[src/design/tphp_pkg.sv]
// Package for the text protocol header parser.
// Holds result kinds, status codes and the classified-byte record; no dependencies.
package tphp_pkg;

    // Result kinds.
    localparam logic [2:0] KIND_INFO = 3'd0;
    localparam logic [2:0] KIND_MSG  = 3'd1;
    localparam logic [2:0] KIND_PING = 3'd2;
    localparam logic [2:0] KIND_PONG = 3'd3;
    localparam logic [2:0] KIND_OK   = 3'd4;
    localparam logic [2:0] KIND_ERR  = 3'd5;

    // Status codes.
    localparam logic [2:0] ST_OK      = 3'd0;
    localparam logic [2:0] ST_SHORT   = 3'd1;
    localparam logic [2:0] ST_NODELIM = 3'd2;
    localparam logic [2:0] ST_UNKNOWN = 3'd3;
    localparam logic [2:0] ST_REJECT  = 3'd4;
    localparam logic [2:0] ST_COUNT   = 3'd5;
    localparam logic [2:0] ST_NUMBER  = 3'd6;
    localparam logic [2:0] ST_LONG    = 3'd7;

    // Byte codes.
    localparam logic [7:0] CH_LF    = 8'd10;
    localparam logic [7:0] CH_CR    = 8'd13;
    localparam logic [7:0] CH_SPACE = 8'd32;
    localparam logic [7:0] CH_PLUS  = 8'd43;
    localparam logic [7:0] CH_ZERO  = 8'd48;
    localparam logic [7:0] CH_NINE  = 8'd57;

    // Keywords packed as in the keyword shift register (last byte lowest).
    localparam logic [55:0] KW_INFO    = 56'h494E464F;
    localparam logic [55:0] KW_MSG     = 56'h4D5347;
    localparam logic [55:0] KW_PING    = 56'h50494E47;
    localparam logic [55:0] KW_PONG    = 56'h504F4E47;
    localparam logic [55:0] KW_OK      = 56'h2B4F4B;
    localparam logic [55:0] KW_ERR     = 56'h2D455252;
    localparam logic [55:0] KW_CONNECT = 56'h434F4E4E454354;
    localparam logic [55:0] KW_PUB     = 56'h505542;
    localparam logic [55:0] KW_SUB     = 56'h535542;
    localparam logic [55:0] KW_UNSUB   = 56'h554E535542;

    // Byte class handed from the front end to the back end.
    typedef enum logic [1:0] {
        CLS_SKIP  = 2'd0,
        CLS_TAIL  = 2'd1,
        CLS_END   = 2'd2
    } byte_class_t;

    // Line summary attached to an end-of-line entry.
    typedef struct packed {
        logic        too_long;
        logic        short_line;
        logic        no_delim;
        logic [2:0]  kw_status;
        logic [2:0]  kw_kind;
        logic        is_text;
        logic        is_msg;
        logic [16:0] text_start;
        logic [16:0] text_len;
    } line_sum_t;

    typedef struct packed {
        byte_class_t cls;
        logic [7:0]  data;
        logic [16:0] offset;
        line_sum_t   sum;
    } front_item_t;

    typedef struct packed {
        logic [2:0]  kind;
        logic [2:0]  status;
        logic [11:0] span0_start;
        logic [11:0] span0_len;
        logic [11:0] span1_start;
        logic [11:0] span1_len;
        logic [11:0] span2_start;
        logic [11:0] span2_len;
        logic        has_reply;
        logic [31:0] payload_bytes;
        logic [32:0] consume_bytes;
    } result_t;

endpackage

[src/design/tphp_if.sv]
// Valid/ready channel interfaces for the header parser.
// The result fields are declared directly; no dependency on tphp_pkg.
interface tphp_byte_if;
    logic       valid;
    logic       ready;
    logic [7:0] byte_in;
    modport source (output valid, output byte_in, input ready);
    modport sink   (input valid, input byte_in, output ready);
endinterface

interface tphp_result_if;
    logic        valid;
    logic        ready;
    logic [2:0]  kind;
    logic [2:0]  status;
    logic [11:0] span0_start;
    logic [11:0] span0_len;
    logic [11:0] span1_start;
    logic [11:0] span1_len;
    logic [11:0] span2_start;
    logic [11:0] span2_len;
    logic        has_reply;
    logic [31:0] payload_bytes;
    logic [32:0] consume_bytes;
    modport source (output valid, output kind, output status, output span0_start,
                    output span0_len, output span1_start, output span1_len,
                    output span2_start, output span2_len, output has_reply,
                    output payload_bytes, output consume_bytes, input ready);
    modport sink   (input valid, input kind, input status, input span0_start,
                    input span0_len, input span1_start, input span1_len,
                    input span2_start, input span2_len, input has_reply,
                    input payload_bytes, input consume_bytes, output ready);
endinterface

[src/design/tphp_front.sv]
// Front end: tracks line offset, keyword and delimiter, classifies each byte.
// Depends on tphp_pkg. Emits one entry per accepted byte (skip, tail byte or end).
module tphp_front #(
    parameter int MAX_LINE = 4096
) (
    input  logic                  clk,
    input  logic                  rst_n,
    input  logic                  in_valid,
    input  logic [7:0]            in_byte,
    output tphp_pkg::front_item_t item
);
    import tphp_pkg::*;

    localparam int OW = 17;
    localparam logic [OW-1:0] MAXL = OW'(MAX_LINE);

    logic [OW-1:0] off_reg;
    logic          over_reg;
    logic [7:0]    held_reg;
    logic          held_valid_reg;
    logic [55:0]   kw_reg;
    logic          dseen_reg;
    logic [OW-1:0] dpos_reg;

    logic          is_lf;
    logic          at_max;
    logic          is_delim;
    line_sum_t     sum;
    logic [OW-1:0] n_len;

    assign is_lf    = (in_byte == CH_LF);
    assign at_max   = (off_reg >= MAXL);
    assign is_delim = (in_byte == CH_SPACE) || (in_byte == CH_CR);
    assign n_len    = off_reg;

    // Keyword lookup and line summary at the line feed.
    always_comb
    begin
        sum = '0;
        sum.too_long   = over_reg;
        sum.short_line = (n_len < OW'(4));
        sum.no_delim   = !dseen_reg;
        sum.kw_status  = ST_UNKNOWN;
        if (dpos_reg == OW'(4) && kw_reg == KW_INFO)
        begin
            sum.kw_status = ST_OK; sum.kw_kind = KIND_INFO; sum.is_text = 1'b1;
        end
        else if (dpos_reg == OW'(3) && kw_reg == KW_MSG)
        begin
            sum.kw_status = ST_OK; sum.kw_kind = KIND_MSG; sum.is_msg = 1'b1;
        end
        else if (dpos_reg == OW'(4) && kw_reg == KW_PING)
        begin
            sum.kw_status = ST_OK; sum.kw_kind = KIND_PING;
        end
        else if (dpos_reg == OW'(4) && kw_reg == KW_PONG)
        begin
            sum.kw_status = ST_OK; sum.kw_kind = KIND_PONG;
        end
        else if (dpos_reg == OW'(3) && kw_reg == KW_OK)
        begin
            sum.kw_status = ST_OK; sum.kw_kind = KIND_OK;
        end
        else if (dpos_reg == OW'(4) && kw_reg == KW_ERR)
        begin
            sum.kw_status = ST_OK; sum.kw_kind = KIND_ERR; sum.is_text = 1'b1;
        end
        else if ((dpos_reg == OW'(7) && kw_reg == KW_CONNECT)
              || (dpos_reg == OW'(3) && (kw_reg == KW_PUB || kw_reg == KW_SUB))
              || (dpos_reg == OW'(5) && kw_reg == KW_UNSUB))
        begin
            sum.kw_status = ST_REJECT;
        end
        sum.text_start = dpos_reg + OW'(1);
        sum.text_len   = (dpos_reg + OW'(1) <= n_len - OW'(1))
                       ? (n_len - dpos_reg - OW'(2)) : '0;
    end

    // Classification of the accepted byte.
    always_comb
    begin
        item        = '0;
        item.cls    = CLS_SKIP;
        item.data   = held_reg;
        item.offset = off_reg - OW'(1);
        if (is_lf)
        begin
            item.cls = CLS_END;
            item.sum = sum;
        end
        else if (!at_max && held_valid_reg && dseen_reg
                 && (off_reg - OW'(1) > dpos_reg))
        begin
            item.cls = CLS_TAIL;
        end
    end

    // Line tracking registers.
    always_ff @(posedge clk or negedge rst_n)
    begin
        if (!rst_n)
        begin
            off_reg        <= '0;
            over_reg       <= 1'b0;
            held_reg       <= '0;
            held_valid_reg <= 1'b0;
            kw_reg         <= '0;
            dseen_reg      <= 1'b0;
            dpos_reg       <= '0;
        end
        else if (in_valid)
        begin
            if (is_lf)
            begin
                off_reg        <= '0;
                over_reg       <= 1'b0;
                held_reg       <= '0;
                held_valid_reg <= 1'b0;
                kw_reg         <= '0;
                dseen_reg      <= 1'b0;
                dpos_reg       <= '0;
            end
            else if (at_max)
            begin
                over_reg <= 1'b1;
            end
            else
            begin
                if (!dseen_reg)
                begin
                    if (is_delim)
                    begin
                        dseen_reg <= 1'b1;
                        dpos_reg  <= off_reg;
                    end
                    else
                    begin
                        kw_reg <= {kw_reg[47:0], in_byte};
                    end
                end
                held_reg       <= in_byte;
                held_valid_reg <= 1'b1;
                off_reg        <= off_reg + OW'(1);
            end
        end
    end

endmodule

[src/design/tphp_queue.sv]
// Short two-entry queue between the front and back ends.
// Depends on tphp_pkg for the entry record.
module tphp_queue (
    input  logic                  clk,
    input  logic                  rst_n,
    input  logic                  push,
    input  tphp_pkg::front_item_t push_data,
    output logic                  full,
    input  logic                  pop,
    output logic                  not_empty,
    output tphp_pkg::front_item_t pop_data
);
    import tphp_pkg::*;

    front_item_t mem_reg [2];
    logic        wp_reg;
    logic        rp_reg;
    logic [1:0]  cnt_reg;

    assign full      = (cnt_reg == 2'd2);
    assign not_empty = (cnt_reg != 2'd0);
    assign pop_data  = mem_reg[rp_reg];

    // Storage is written without reset.
    always_ff @(posedge clk)
    begin
        if (push)
        begin
            mem_reg[wp_reg] <= push_data;
        end
    end

    // Pointers and fill count.
    always_ff @(posedge clk or negedge rst_n)
    begin
        if (!rst_n)
        begin
            wp_reg  <= 1'b0;
            rp_reg  <= 1'b0;
            cnt_reg <= 2'd0;
        end
        else
        begin
            if (push)
            begin
                wp_reg <= !wp_reg;
            end
            if (pop)
            begin
                rp_reg <= !rp_reg;
            end
            cnt_reg <= cnt_reg + {1'b0, push} - {1'b0, pop};
        end
    end

endmodule

[src/design/tphp_back.sv]
// Back end: tokenizes the tail, parses the size and builds the result.
// Depends on tphp_pkg. Holds the finished result in an output register.
module tphp_back #(
    parameter int SIZE_BITS = 32
) (
    input  logic                  clk,
    input  logic                  rst_n,
    input  logic                  q_valid,
    input  tphp_pkg::front_item_t q_item,
    output logic                  q_pop,
    output logic                  res_valid,
    input  logic                  res_ready,
    output tphp_pkg::result_t     res
);
    import tphp_pkg::*;

    localparam int AW = SIZE_BITS + 1;
    localparam logic [AW-1:0] MAXV = {1'b0, {SIZE_BITS{1'b1}}};

    logic [2:0]    tcnt_reg;
    logic          in_tok_reg;
    logic [11:0]   st_reg  [3];
    logic [11:0]   len_reg [3];
    logic [AW-1:0] acc_reg [2];
    logic          dig_reg [2];
    logic          stop_reg[2];
    logic          ovr_reg [2];
    logic          out_valid_reg;
    result_t       out_reg;

    logic          can_take;
    logic [7:0]    c;
    logic          is_dig;
    logic [AW-1:0] dval;
    logic [AW+3:0] prod;
    logic [2:0]    k;
    logic          new_tok;
    logic          pos_is0;
    result_t       fin;

    assign can_take  = !out_valid_reg || res_ready;
    assign q_pop     = q_valid && (q_item.cls != CLS_END || can_take);
    assign res_valid = out_valid_reg;
    assign res       = out_reg;

    assign c       = q_item.data;
    assign is_dig  = (c >= CH_ZERO) && (c <= CH_NINE);
    assign dval    = AW'(c - CH_ZERO);
    assign new_tok = !in_tok_reg;
    assign k       = new_tok ? ((tcnt_reg < 3'd5) ? tcnt_reg : 3'd4) : tcnt_reg - 3'd1;
    assign pos_is0 = new_tok;

    // Next accumulator value for the active size slot.
    always_comb
    begin
        prod = '0;
        if (k == 3'd2)
        begin
            prod = {4'd0, acc_reg[0]} * (AW+4)'(10) + {4'd0, dval};
        end
        else if (k == 3'd3)
        begin
            prod = {4'd0, acc_reg[1]} * (AW+4)'(10) + {4'd0, dval};
        end
    end

    // Result assembly at the line feed.
    always_comb
    begin
        logic          idx;
        logic [AW-1:0] sz;
        logic [33:0]   sz2;
        idx = (tcnt_reg == 3'd4);
        sz  = acc_reg[idx];
        sz2 = 34'(sz) + 34'd2;
        fin = '0;
        if (q_item.sum.too_long)
            fin.status = ST_LONG;
        else if (q_item.sum.short_line)
            fin.status = ST_SHORT;
        else if (q_item.sum.no_delim)
            fin.status = ST_NODELIM;
        else if (q_item.sum.kw_status != ST_OK)
            fin.status = q_item.sum.kw_status;
        else if (q_item.sum.is_text)
        begin
            fin.kind        = q_item.sum.kw_kind;
            fin.span0_start = q_item.sum.text_start[11:0];
            fin.span0_len   = q_item.sum.text_len[11:0];
        end
        else if (!q_item.sum.is_msg)
            fin.kind = q_item.sum.kw_kind;
        else if (tcnt_reg < 3'd3 || tcnt_reg > 3'd4)
            fin.status = ST_COUNT;
        else if (!dig_reg[idx])
            fin.status = ST_NUMBER;
        else if (ovr_reg[idx])
            fin.status = ST_LONG;
        else
        begin
            fin.kind          = KIND_MSG;
            fin.span0_start   = st_reg[0];
            fin.span0_len     = len_reg[0];
            fin.span1_start   = st_reg[1];
            fin.span1_len     = len_reg[1];
            if (tcnt_reg == 3'd4)
            begin
                fin.span2_start = st_reg[2];
                fin.span2_len   = len_reg[2];
                fin.has_reply   = 1'b1;
            end
            fin.payload_bytes = 32'(sz);
            fin.consume_bytes = sz2[32:0];
        end
    end

    // Tokenizer, size parser and output register.
    always_ff @(posedge clk or negedge rst_n)
    begin
        if (!rst_n)
        begin
            tcnt_reg      <= '0;
            in_tok_reg    <= 1'b0;
            out_valid_reg <= 1'b0;
            out_reg       <= '0;
            for (int i = 0; i < 3; i++)
            begin
                st_reg[i]  <= '0;
                len_reg[i] <= '0;
            end
            for (int i = 0; i < 2; i++)
            begin
                acc_reg[i]  <= '0;
                dig_reg[i]  <= 1'b0;
                stop_reg[i] <= 1'b0;
                ovr_reg[i]  <= 1'b0;
            end
        end
        else
        begin
            // A new result loads the register; a taken result leaves it empty.
            out_valid_reg <= (q_pop && q_item.cls == CLS_END) || (out_valid_reg && !res_ready);
            if (q_pop && q_item.cls == CLS_END)
            begin
                out_reg       <= fin;
                tcnt_reg      <= '0;
                in_tok_reg    <= 1'b0;
                for (int i = 0; i < 3; i++)
                begin
                    st_reg[i]  <= '0;
                    len_reg[i] <= '0;
                end
                for (int i = 0; i < 2; i++)
                begin
                    acc_reg[i]  <= '0;
                    dig_reg[i]  <= 1'b0;
                    stop_reg[i] <= 1'b0;
                    ovr_reg[i]  <= 1'b0;
                end
            end
            else if (q_pop && q_item.cls == CLS_TAIL)
            begin
                if (c == CH_SPACE)
                    in_tok_reg <= 1'b0;
                else
                begin
                    if (new_tok)
                    begin
                        in_tok_reg <= 1'b1;
                        if (tcnt_reg < 3'd5)
                            tcnt_reg <= tcnt_reg + 3'd1;
                    end
                    if (k < 3'd3)
                    begin
                        if (new_tok)
                        begin
                            st_reg[k[1:0]]  <= q_item.offset[11:0];
                            len_reg[k[1:0]] <= 12'd1;
                        end
                        else
                            len_reg[k[1:0]] <= len_reg[k[1:0]] + 12'd1;
                    end
                    if (k == 3'd2 || k == 3'd3)
                    begin
                        if (!stop_reg[k[0]])
                        begin
                            if (is_dig)
                            begin
                                dig_reg[k[0]] <= 1'b1;
                                if (!ovr_reg[k[0]])
                                begin
                                    if (prod > (AW+4)'(MAXV))
                                        ovr_reg[k[0]] <= 1'b1;
                                    else
                                        acc_reg[k[0]] <= prod[AW-1:0];
                                end
                            end
                            else if (!(pos_is0 && c == CH_PLUS))
                                stop_reg[k[0]] <= 1'b1;
                        end
                    end
                end
            end
        end
    end

endmodule

[src/design/text_protocol_header_parser.sv]
// Header-line parser for a text messaging protocol: one byte per clock in,
// one result per line feed out. A byte is taken every cycle while the
// two-entry queue between the classifier and the tokenizer has room; a
// result is held in an output register so the next line keeps streaming.
// A line feed entry passes the queue and then the output register; a stalled
// result sink stalls input only once the queue fills.
module text_protocol_header_parser #(
    parameter int MAX_LINE  = 4096,
    parameter int SIZE_BITS = 32
) (
    input  logic       clk,
    input  logic       rst_n,
    tphp_byte_if.sink  in_ch,
    tphp_result_if.source out_ch
);
    import tphp_pkg::*;

    front_item_t f_item;
    front_item_t q_item;
    logic        q_full;
    logic        q_valid;
    logic        q_pop;
    logic        take;
    logic        r_valid;
    result_t     r;

    assign in_ch.ready = !q_full;
    assign take        = in_ch.valid && !q_full;

    tphp_front #(.MAX_LINE(MAX_LINE)) u_front (
        .clk(clk), .rst_n(rst_n), .in_valid(take), .in_byte(in_ch.byte_in),
        .item(f_item)
    );

    tphp_queue u_queue (
        .clk(clk), .rst_n(rst_n), .push(take && f_item.cls != CLS_SKIP),
        .push_data(f_item), .full(q_full), .pop(q_pop), .not_empty(q_valid),
        .pop_data(q_item)
    );

    tphp_back #(.SIZE_BITS(SIZE_BITS)) u_back (
        .clk(clk), .rst_n(rst_n), .q_valid(q_valid), .q_item(q_item), .q_pop(q_pop),
        .res_valid(r_valid), .res_ready(out_ch.ready), .res(r)
    );

    assign out_ch.valid         = r_valid;
    assign out_ch.kind          = r.kind;
    assign out_ch.status        = r.status;
    assign out_ch.span0_start   = r.span0_start;
    assign out_ch.span0_len     = r.span0_len;
    assign out_ch.span1_start   = r.span1_start;
    assign out_ch.span1_len     = r.span1_len;
    assign out_ch.span2_start   = r.span2_start;
    assign out_ch.span2_len     = r.span2_len;
    assign out_ch.has_reply     = r.has_reply;
    assign out_ch.payload_bytes = r.payload_bytes;
    assign out_ch.consume_bytes = r.consume_bytes;

endmodule
[src/flat_wrapper.sv]
// flat-port wrapper written by rule: the top's interface ports become plain ports
module text_protocol_header_parser_flat import tphp_pkg::*;
#(
    parameter int MAX_LINE  = 4096,
    parameter int SIZE_BITS = 32
)
  (clk, rst_n, in_ch_valid, in_ch_byte_in, in_ch_ready, out_ch_valid, out_ch_kind, out_ch_status, out_ch_span0_start, out_ch_span0_len, out_ch_span1_start, out_ch_span1_len, out_ch_span2_start, out_ch_span2_len, out_ch_has_reply, out_ch_payload_bytes, out_ch_consume_bytes, out_ch_ready);
  tphp_byte_if in_ch_i ();
  tphp_result_if out_ch_i ();
  input  logic clk;
  input  logic rst_n;
  input wire logic [$bits(in_ch_i.valid)-1:0] in_ch_valid;
  input wire logic [$bits(in_ch_i.byte_in)-1:0] in_ch_byte_in;
  output wire logic [$bits(in_ch_i.ready)-1:0] in_ch_ready;
  output wire logic [$bits(out_ch_i.valid)-1:0] out_ch_valid;
  output wire logic [$bits(out_ch_i.kind)-1:0] out_ch_kind;
  output wire logic [$bits(out_ch_i.status)-1:0] out_ch_status;
  output wire logic [$bits(out_ch_i.span0_start)-1:0] out_ch_span0_start;
  output wire logic [$bits(out_ch_i.span0_len)-1:0] out_ch_span0_len;
  output wire logic [$bits(out_ch_i.span1_start)-1:0] out_ch_span1_start;
  output wire logic [$bits(out_ch_i.span1_len)-1:0] out_ch_span1_len;
  output wire logic [$bits(out_ch_i.span2_start)-1:0] out_ch_span2_start;
  output wire logic [$bits(out_ch_i.span2_len)-1:0] out_ch_span2_len;
  output wire logic [$bits(out_ch_i.has_reply)-1:0] out_ch_has_reply;
  output wire logic [$bits(out_ch_i.payload_bytes)-1:0] out_ch_payload_bytes;
  output wire logic [$bits(out_ch_i.consume_bytes)-1:0] out_ch_consume_bytes;
  input wire logic [$bits(out_ch_i.ready)-1:0] out_ch_ready;
  assign in_ch_i.valid = in_ch_valid;
  assign in_ch_i.byte_in = in_ch_byte_in;
  assign in_ch_ready = in_ch_i.ready;
  assign out_ch_valid = out_ch_i.valid;
  assign out_ch_kind = out_ch_i.kind;
  assign out_ch_status = out_ch_i.status;
  assign out_ch_span0_start = out_ch_i.span0_start;
  assign out_ch_span0_len = out_ch_i.span0_len;
  assign out_ch_span1_start = out_ch_i.span1_start;
  assign out_ch_span1_len = out_ch_i.span1_len;
  assign out_ch_span2_start = out_ch_i.span2_start;
  assign out_ch_span2_len = out_ch_i.span2_len;
  assign out_ch_has_reply = out_ch_i.has_reply;
  assign out_ch_payload_bytes = out_ch_i.payload_bytes;
  assign out_ch_consume_bytes = out_ch_i.consume_bytes;
  assign out_ch_i.ready = out_ch_ready;
  text_protocol_header_parser #(.MAX_LINE(MAX_LINE), .SIZE_BITS(SIZE_BITS)) u_core (.clk(clk), .rst_n(rst_n), .in_ch(in_ch_i), .out_ch(out_ch_i));
endmodule
[config.mk]
export PLATFORM = sky130hd
export DESIGN_NAME = text_protocol_header_parser_flat
export DESIGN_NICKNAME = d
export VERILOG_FILES = /design/src/design/tphp_pkg.sv /design/src/design/tphp_if.sv /design/src/design/tphp_front.sv /design/src/design/tphp_queue.sv /design/src/design/tphp_back.sv /design/src/design/text_protocol_header_parser.sv /design/src/flat_wrapper.sv
export SDC_FILE = /design/constraint.sdc
export NUM_CORES = 1
export LEC_CHECK = 0
export BUFFER_PORTS_ARGS = -buffer_cell sky130_fd_sc_hd__buf_2
export CELL_PAD_IN_SITES_DETAIL_PLACEMENT = 0
export CELL_PAD_IN_SITES_GLOBAL_PLACEMENT = 2
export CORE_ASPECT_RATIO = 0.6
export CORE_MARGIN = 5
export CORE_UTILIZATION = 40
export CTS_CLUSTER_DIAMETER = 200
export DETAILED_ROUTE_END_ITERATION = 7
export PLACE_DENSITY = 0.92
export SKIP_LAST_GASP = 1
export SLEW_MARGIN = 15
export SYNTH_ARGS = -nofsm -noshare
export SYNTH_HDL_FRONTEND = slang
export SYNTH_SLANG_ARGS = --single-unit
[constraint.sdc]
create_clock -name clk -period 8.7 [get_ports clk]
set_input_delay 0.87 -clock clk [delete_from_list [all_inputs] [get_ports clk]]
set_output_delay 0.87 -clock clk [all_outputs]
set_load 0.02 [all_outputs]
==> results of run 1 <==
[cells in the final DEF (no fill, tap or decap), types with 29 or more instances in the layout]
| master | count |
|---|---|
| o21ai_0 | 262 |
| xnor2_1 | 120 |
| nand2b_1 | 36 |
| a21oi_1 | 205 |
| nand4_1 | 59 |
| o21a_1 | 31 |
| mux2i_1 | 150 |
| clkbuf_16 | 54 |
| nor4_1 | 29 |
| nand3_1 | 175 |
| xor2_1 | 67 |
| edfxtp_1 | 112 |
| ha_1 | 259 |
| nor2_1 | 180 |
| inv_1 | 135 |
| buf_2 | 156 |
| buf_4 | 37 |
| a21o_1 | 56 |
| nor3_1 | 45 |
| a22o_1 | 67 |
| nand2_1 | 479 |
| and2_1 | 44 |
| dfrtp_1 | 396 |
[critical path, delay by kind of cell (launching register included)]
kind / cells / cell delay, ns
adder cells (fa/ha/maj): 4 / 1.13
XOR/XNOR: 1 / 0.09
flip-flops: 1 / 0.46
AO/OA/AOI/OAI: 12 / 2.84
buffers and inverters: 3 / 0.81
AND/OR/NAND/NOR: 7 / 1.66
multiplexers: 1 / 0.25
[final timing paths]
check                                            end  slack [ns]                 startpoint  cells past startpoint
setup / recovery            u_core.u_back.acc_reg[4]        1.33  u_core.u_back.acc_reg[36]                     28
hold / removal             u_core.u_back.acc_reg[28]        0.27                      rst_n                      1
max in group asynchronous       u_core.u_back.res[5]        7.00                      rst_n                      2
min in group clk           u_core.u_front.kw_reg[50]        0.47  u_core.u_front.kw_reg[50]                      2
hold reg to reg            u_core.u_front.kw_reg[50]        0.47  u_core.u_front.kw_reg[50]                      2
setup reg to reg            u_core.u_back.acc_reg[4]        1.33  u_core.u_back.acc_reg[36]                     28
[cell type report]
type / instances / share of cell area [%]
inverter: 135 / 1.44
sequential: 509 / 37.9
timing repair buffer: 196 / 3.19
clock buffer: 65 / 4.05
tap: 1053 / 3.75
clock inverter: 33 / 0.972
multi-input combinational: 2568 / 48.7
[per-layer routing]
layer | vias up | GRT usage, % | share of wire [%]
met5 | - | 0 | 0
met4 | 0 | 3.38 | 1.3
met3 | 85 | 5.43 | 8.0
met2 | 752 | 28.7 | 37
met1 | 12300 | 36.2 | 53
li1 | 12300 | - | -
[power by group]
part | leakage [nW] | internal [mW] | total (mW) | switching, mW
Sequential | 6.50 | 3.06 | 3.44 | 0.377
Combinational | 9.01 | 1.24 | 3.88 | 2.64
Clock | 0.852 | 1.27 | 2.33 | 1.06
Total | 16.4 | 5.58 | 9.66 | 4.08
[metrics by stage]
stage               setup slack, ns  area [um2]
finish                         1.33       35100
global route                  0.880       35100
CTS                            1.48       35100
detailed placement             1.52       33300
global placement               1.68       33300
floorplan                      1.38       31500
[cells by family after synthesis]
family	synth area share, %
simple gates	17.1
mux	5.12
buf+inv	3.57
fa+ha+maj	10.6
flops	42.2
xor+xnor	5.20
compound gates	16.1
==> results.md, run 1 <==
* Status: finished, final reports clean
* CTS clk-pin slew, worst paths at 0.07 ns
* FF/Latch Area at 13,300 um2
* Yosys top cell by area: dfrtp_1
* Hpwl dp at 69,100 um
* Slew @ Worst Pin at 1.07 ns
* Mapped Cells at 3,364
* Final std cells w/o fill at 4,559
* Final nets at 3,738
* Setup_tns at 0 ns
* First-pass GRT wire length at 146,000 um
* Crit path DAT at 7.91 ns
* Slowest library cell on the worst path: buf_4
* IO buf count at 157
* Pre-antenna DRT Iters at 5
* Leak at 16.4 nW
* Area grow syn2layout at 11.6%
* Row count at 79
* Skew-Pair Late Insertion Delay at 0.64 ns
* CP Class: flop to flop
* Mean Syn Cell Area at 9.36 um2
* Die Area at 84,600 um2
* Hold Fails Final Rpt at 0
* Share of the synthesized area in the top cell type at 31.6%
* Vias at 25,500
* Synthesized Nets at 3,640
* Final-report setup violation count at 0
* CP required at 9.24 ns
* Drt via density at 5.59
* Worst Hold Class: input pin to async pin
* RSZ-0062 raised after global routing: false
* # clock sinks at 509
* Initial Util at 40.5%
* Post-synth ARST share at 78.0%
* Hold-fix buffer count after cts at 0
* CTS resizes at 0
* CTS tree: done
* Cell Area, Synth at 31,500 um2
* Max reg flops at 143
* Setup Fix Bufs, Post-CTS at 0
* Main synth FF type: dfrtp_1
* Largest net degree at the start of global routing at 133
* DRC viols at 0
* Crit path max fanout at 31
* Worst path max stage delay at 0.56 ns
* Startpoint types: flop
* Die W at 372 um
* First-iteration detailed-routing DRC count at 2,375
* Top cells by area, synth: dfrtp_1, edfxtp_1, ha_1, nand2_1, mux2i_1
* Chip height at 227 um
* Max cap viols at 0
* Vias in the first global route at 23,700
* Max_slew headroom at 28.8%
* Count leader, synth: nand2_1
* Multi-input logic area at 17,100 um2
* Yosys reg bits at 509
* WL final at 94,100 um
* Crit path time final at 7.37 ns
* Dpl cells at 4,460
* Final period utilization at 84.7%
* CP endpoint kind: flop
* Final hold slack at 0.271 ns
* Max Buffers Root-to-Sink at 3
* Initial antenna violation count at 1
* Sequential-to-total area share from yosys stat at 42.2%
* Layout cell share with drive strength beyond 1 at 9.36%
* GRT overflow at 0
* FMAX at 0.136 GHz
* Core area at 77,800 um2
* Post-DRT Antenna Nets at 0
* Slew Viols, Final at 0
* Drt wl/cell at 20.6 um
* Fillcell total at 7,516
* Util after Layout at 45.2%
* Num CTS Buffers at 52
* GPL Wtd Cong at 0.934
* Total chip power at 9.66 mW
* Skew final at 0.0290 ns
* Warnings, synthesis at 0
* Ports at 158
* Number of flops mapped to enable cells by yosys at 112
* Gr usage total at 21.9%
* Root Driver: clkbuf_16
* Worst vdd ir at 0.209 mV
* H-tree Lvls at 2
* Cell Pwr Density at 275 nW/um2
* Synth cell count leaders: nand2_1, dfrtp_1, o21ai_0
* Antenna cells at 0
* Synth cell types at 84
(Power assumes the default switching activity.)
==> inputs of run 2 (changes only) <==
- ABC_AREA: not set -> 1
- CORE_UTILIZATION: 40 -> 38
- PLACE_DENSITY: 0.92 -> 0.93
- clock period: 8.7 -> 6.8 ns (I/O delays scaled with it)
==> run 2 against run 1 <==
Compared with the run above:
- register-to-register slack got worse by 0.27 ns
- clock skew rose by 0.043 ns
- non-clock buffer count fell by 14
- cell area rose by 5.3%
- utilization fell by 2.8 points
- final cell count rose by 23%
- die area rose by 11%
- critical endpoint is now u_core.u_back.acc_reg[14]
- highest routed layer is now met5
==> results.md, run 2 <==
* Status: finished, final reports clean (unchanged)
* CP endpoint kind: flop (unchanged)
* Largest family of logic cells by synthesized area: simple AND/OR/NAND/NOR gates (unchanged)
* Hpwl dp at 91,300 um (was 69,100 um)
* Crit path DAT at 6.22 ns (was 7.91 ns)
* Final-report setup violation count at 0 (unchanged)
* Setup_tns at 0 ns (unchanged)
* Synth cell count leaders: nand2_1, inv_1, dfrtp_1 (was nand2_1, dfrtp_1, o21ai_0)
* CP Class: flop to flop (unchanged)
* Worst vdd ir at 0.257 mV (was 0.209 mV)
* Share of the synthesized area in the top cell type at 29.9% (was 31.6%)
* Crit path max fanout at 32 (was 31)
* Gr usage total at 24.3% (was 21.9%)
* Die Area at 93,800 um2 (was 84,600 um2)
* Simple-gate share of the synthesized area at 23.8% (was 17.1%)
* Antenna cells at 0 (unchanged)
* Num CTS Buffers at 52 (unchanged)
* CP startpoint: u_core.u_back.acc_reg[3] (was u_core.u_back.acc_reg[36])
* Area grow syn2layout at 11.2% (was 11.6%)
* Die W at 392 um (was 372 um)
* Drt via density at 5.42 (was 5.59)
* Mux share of post-synthesis cell area at 0.414% (was 5.12%)
* Most common cell after layout, fill and taps aside: nand2_1 (unchanged)
* Yosys top cell by area: dfrtp_1 (unchanged)
* Main synth FF type: dfrtp_1 (unchanged)
* Final period utilization at 84.4% (was 84.7%)
* Crit path time final at 5.74 ns (was 7.37 ns)
* Skew final at 0.0724 ns (was 0.0290 ns)
* Number of flops mapped to enable cells by yosys at 112 (unchanged)
* Post-synth ARST share at 78.0% (unchanged)
* Max reg flops at 143 (unchanged)
* GPL Wtd Cong at 0.965 (was 0.934)
* Largest net degree at the start of global routing at 137 (was 133)
* FMAX at 0.174 GHz (was 0.136 GHz)
* CP required at 7.28 ns (was 9.24 ns)
* Most frequent cells in the layout: nand2_1, inv_1, dfrtp_1, nor2_1, o21ai_0 (was nand2_1, dfrtp_1, o21ai_0, ha_1, a21oi_1)
* Fillcell total at 8,908 (was 7,516)
* First-pass GRT wire length at 175,000 um (was 146,000 um)
* Final hold slack at 0.00795 ns (was 0.271 ns)
* Layout cell share with drive strength beyond 1 at 8.26% (was 9.36%)
* Startpoint types: flop (unchanged)
* Row count at 84 (was 79)
* Pre-antenna DRT Iters at 5 (unchanged)
* Worst Hold Class: input pin to async pin (unchanged)
* # clock sinks at 509 (unchanged)
* Chip height at 239 um (was 227 um)
* Cell Area, Synth at 33,300 um2 (was 31,500 um2)
* Synthesized Nets at 4,561 (was 3,640)
* Slew @ Worst Pin at 1.17 ns (was 1.07 ns)
* CP most frequent cell: nand2_1
* Slew Viols, Final at 0 (unchanged)
* Slowest library cell on the worst path: dfrtp_1 (was buf_4)
* Yosys reg bits at 509 (unchanged)
* Core area at 87,200 um2 (was 77,800 um2)
* Dpl cell area at 35,200 um2 (was 33,300 um2)
* Util after Layout at 42.4% (was 45.2%)
* CTS resizes at 0 (unchanged)
* Ports at 158 (unchanged)
* WL final at 117,000 um (was 94,100 um)
* GRT overflow at 0 (unchanged)
* Vias at 30,400 (was 25,500)
* Top cells by area, synth: dfrtp_1, nand2_1, edfxtp_1, ha_1, inv_1 (was dfrtp_1, edfxtp_1, ha_1, nand2_1, mux2i_1)
* CTS tree: done (unchanged)
* DRC viols at 0 (unchanged)
* RSZ-0062 raised after global routing: false (unchanged)
* Max Buffers Root-to-Sink at 3 (unchanged)
* Synth Area in Compound Gates at 14.4% (was 16.1%)
* Cell area after layout at 37,000 um2 (was 35,100 um2)
* Worst path max stage delay at 0.43 ns (was 0.56 ns)
* Total chip power at 15.7 mW (was 9.66 mW)
* Mapped Cells at 4,285 (was 3,364)
* Setup Fix Bufs, Post-CTS at 0 (unchanged)
* Skew-Pair Late Insertion Delay at 0.66 ns (was 0.64 ns)
* Synth Area in Adders at 10.0% (was 10.6%)
* Warnings, synthesis at 0 (unchanged)
* H-tree Lvls at 2 (unchanged)
* Hold Fails Final Rpt at 0 (unchanged)
* Max_slew headroom at 21.3% (was 28.8%)
* IO buf count at 157 (unchanged)
* Root Driver: clkbuf_16 (unchanged)
* Leak at 18.8 nW (was 16.4 nW)
* Xor and xnor area share after synthesis at 3.05% (was 5.20%)
* Post-DRT Antenna Nets at 0 (unchanged)
* Sequential-to-total area share from yosys stat at 40.0% (was 42.2%)
* Cell Pwr Density at 424 nW/um2 (was 275 nW/um2)
* Count leader, synth: nand2_1 (unchanged)
* CTS clk-pin slew, worst paths at 0.06 ns (was 0.07 ns)
* Final nets at 4,673 (was 3,738)
* R2r startpoint: u_core.u_back.acc_reg[3] (was u_core.u_back.acc_reg[36])
* Vias in the first global route at 27,500 (was 23,700)
* Initial antenna violation count at 3 (was 1)
* Mean Syn Cell Area at 7.77 um2 (was 9.36 um2)
* Max cap viols at 0 (unchanged)
* Drt wl/cell at 20.8 um (was 20.6 um)
* First-iteration detailed-routing DRC count at 3,185 (was 2,375)
* Synth cell types at 68 (was 84)
* Hold-fix buffer count after cts at 0 (unchanged)
* Reg2reg setup slack at 1.06 ns (was 1.33 ns)
* Initial Util at 38.1% (was 40.5%)
[run 2: cell count changes after synthesis, sizes merged, moves of 57 or more]
cell    change
a22o       -62
nor2      +180
a21oi      +60
o21ai      +72
mux2i     -139
xnor2      -80
inv       +422
nand2     +556
nand3      +62
clkbuf     -57
[run 2: report_power, final]
group,switching [mW],internal [mW]
Combinational,6.05,2.43
Clock,1.35,1.75
Sequential,0.579,3.54
Total,7.98,7.72
[run 2: stage by stage]
step,instances,worst slack [ns]
2_1_floorplan,4285,1.04
3_3_place_gp,5504,1.27
3_5_place_dp,5504,1.20
4_1_cts,5602,1.17
5_1_grt,5602,0.634
6_report,5602,1.06
[run 2: layer usage]
| layer | wire length (um) | vias to the layer above | track usage [%] |
|---|---|---|---|
| li1 | - | 14600 | - |
| met1 | 61700 | 14500 | 41.2 |
| met2 | 39000 | 1207 | 28.0 |
| met3 | 14100 | 104 | 8.92 |
| met4 | 1760 | 4 | 3.91 |
| met5 | 28 | - | 0 |
[run 2: worst paths after layout]
kind | endpoint | cells past startpoint
setup / recovery | u_core.u_back.acc_reg[14] | 30
hold / removal | u_core.u_back.res[23] | 1
setup reg to reg | u_core.u_back.acc_reg[14] | 30
hold reg to reg | u_core.u_back.res[65] | 2
max in group asynchronous | u_core.u_queue.rp_reg | 2
min in group clk | u_core.u_back.res_valid | 2
[run 2: logic make-up after synthesis]
group | Yosys count
AND/OR/NAND/NOR | 1860
AO/OA/AOI/OAI | 833
buffers and inverters | 690
flip-flops | 509
adder cells (fa/ha/maj) | 264
XOR/XNOR | 116
multiplexers | 13
[run 2: critical path: cells and delay by family, from the launching register on]
kind | cells | cell delay (ns)
compound gates | 8 | 1.64
xor+xnor | 2 | 0.39
simple gates | 14 | 1.75
fa+ha+maj | 4 | 1.26
flops | 1 | 0.43
buf+inv | 2 | 0.15
[run 2: final cells by class]
cell class | instances | area (um2) | share of cell area [%]
clock buffers | 69 | 1490 | 4.02
clock inverters | 29 | 360 | 0.974
inverters | 566 | 2130 | 5.76
multi-input cells | 3086 | 17200 | 46.6
flip-flops and latches | 509 | 13300 | 35.9
well taps | 1161 | 1450 | 3.93
repair buffers | 182 | 1020 | 2.76
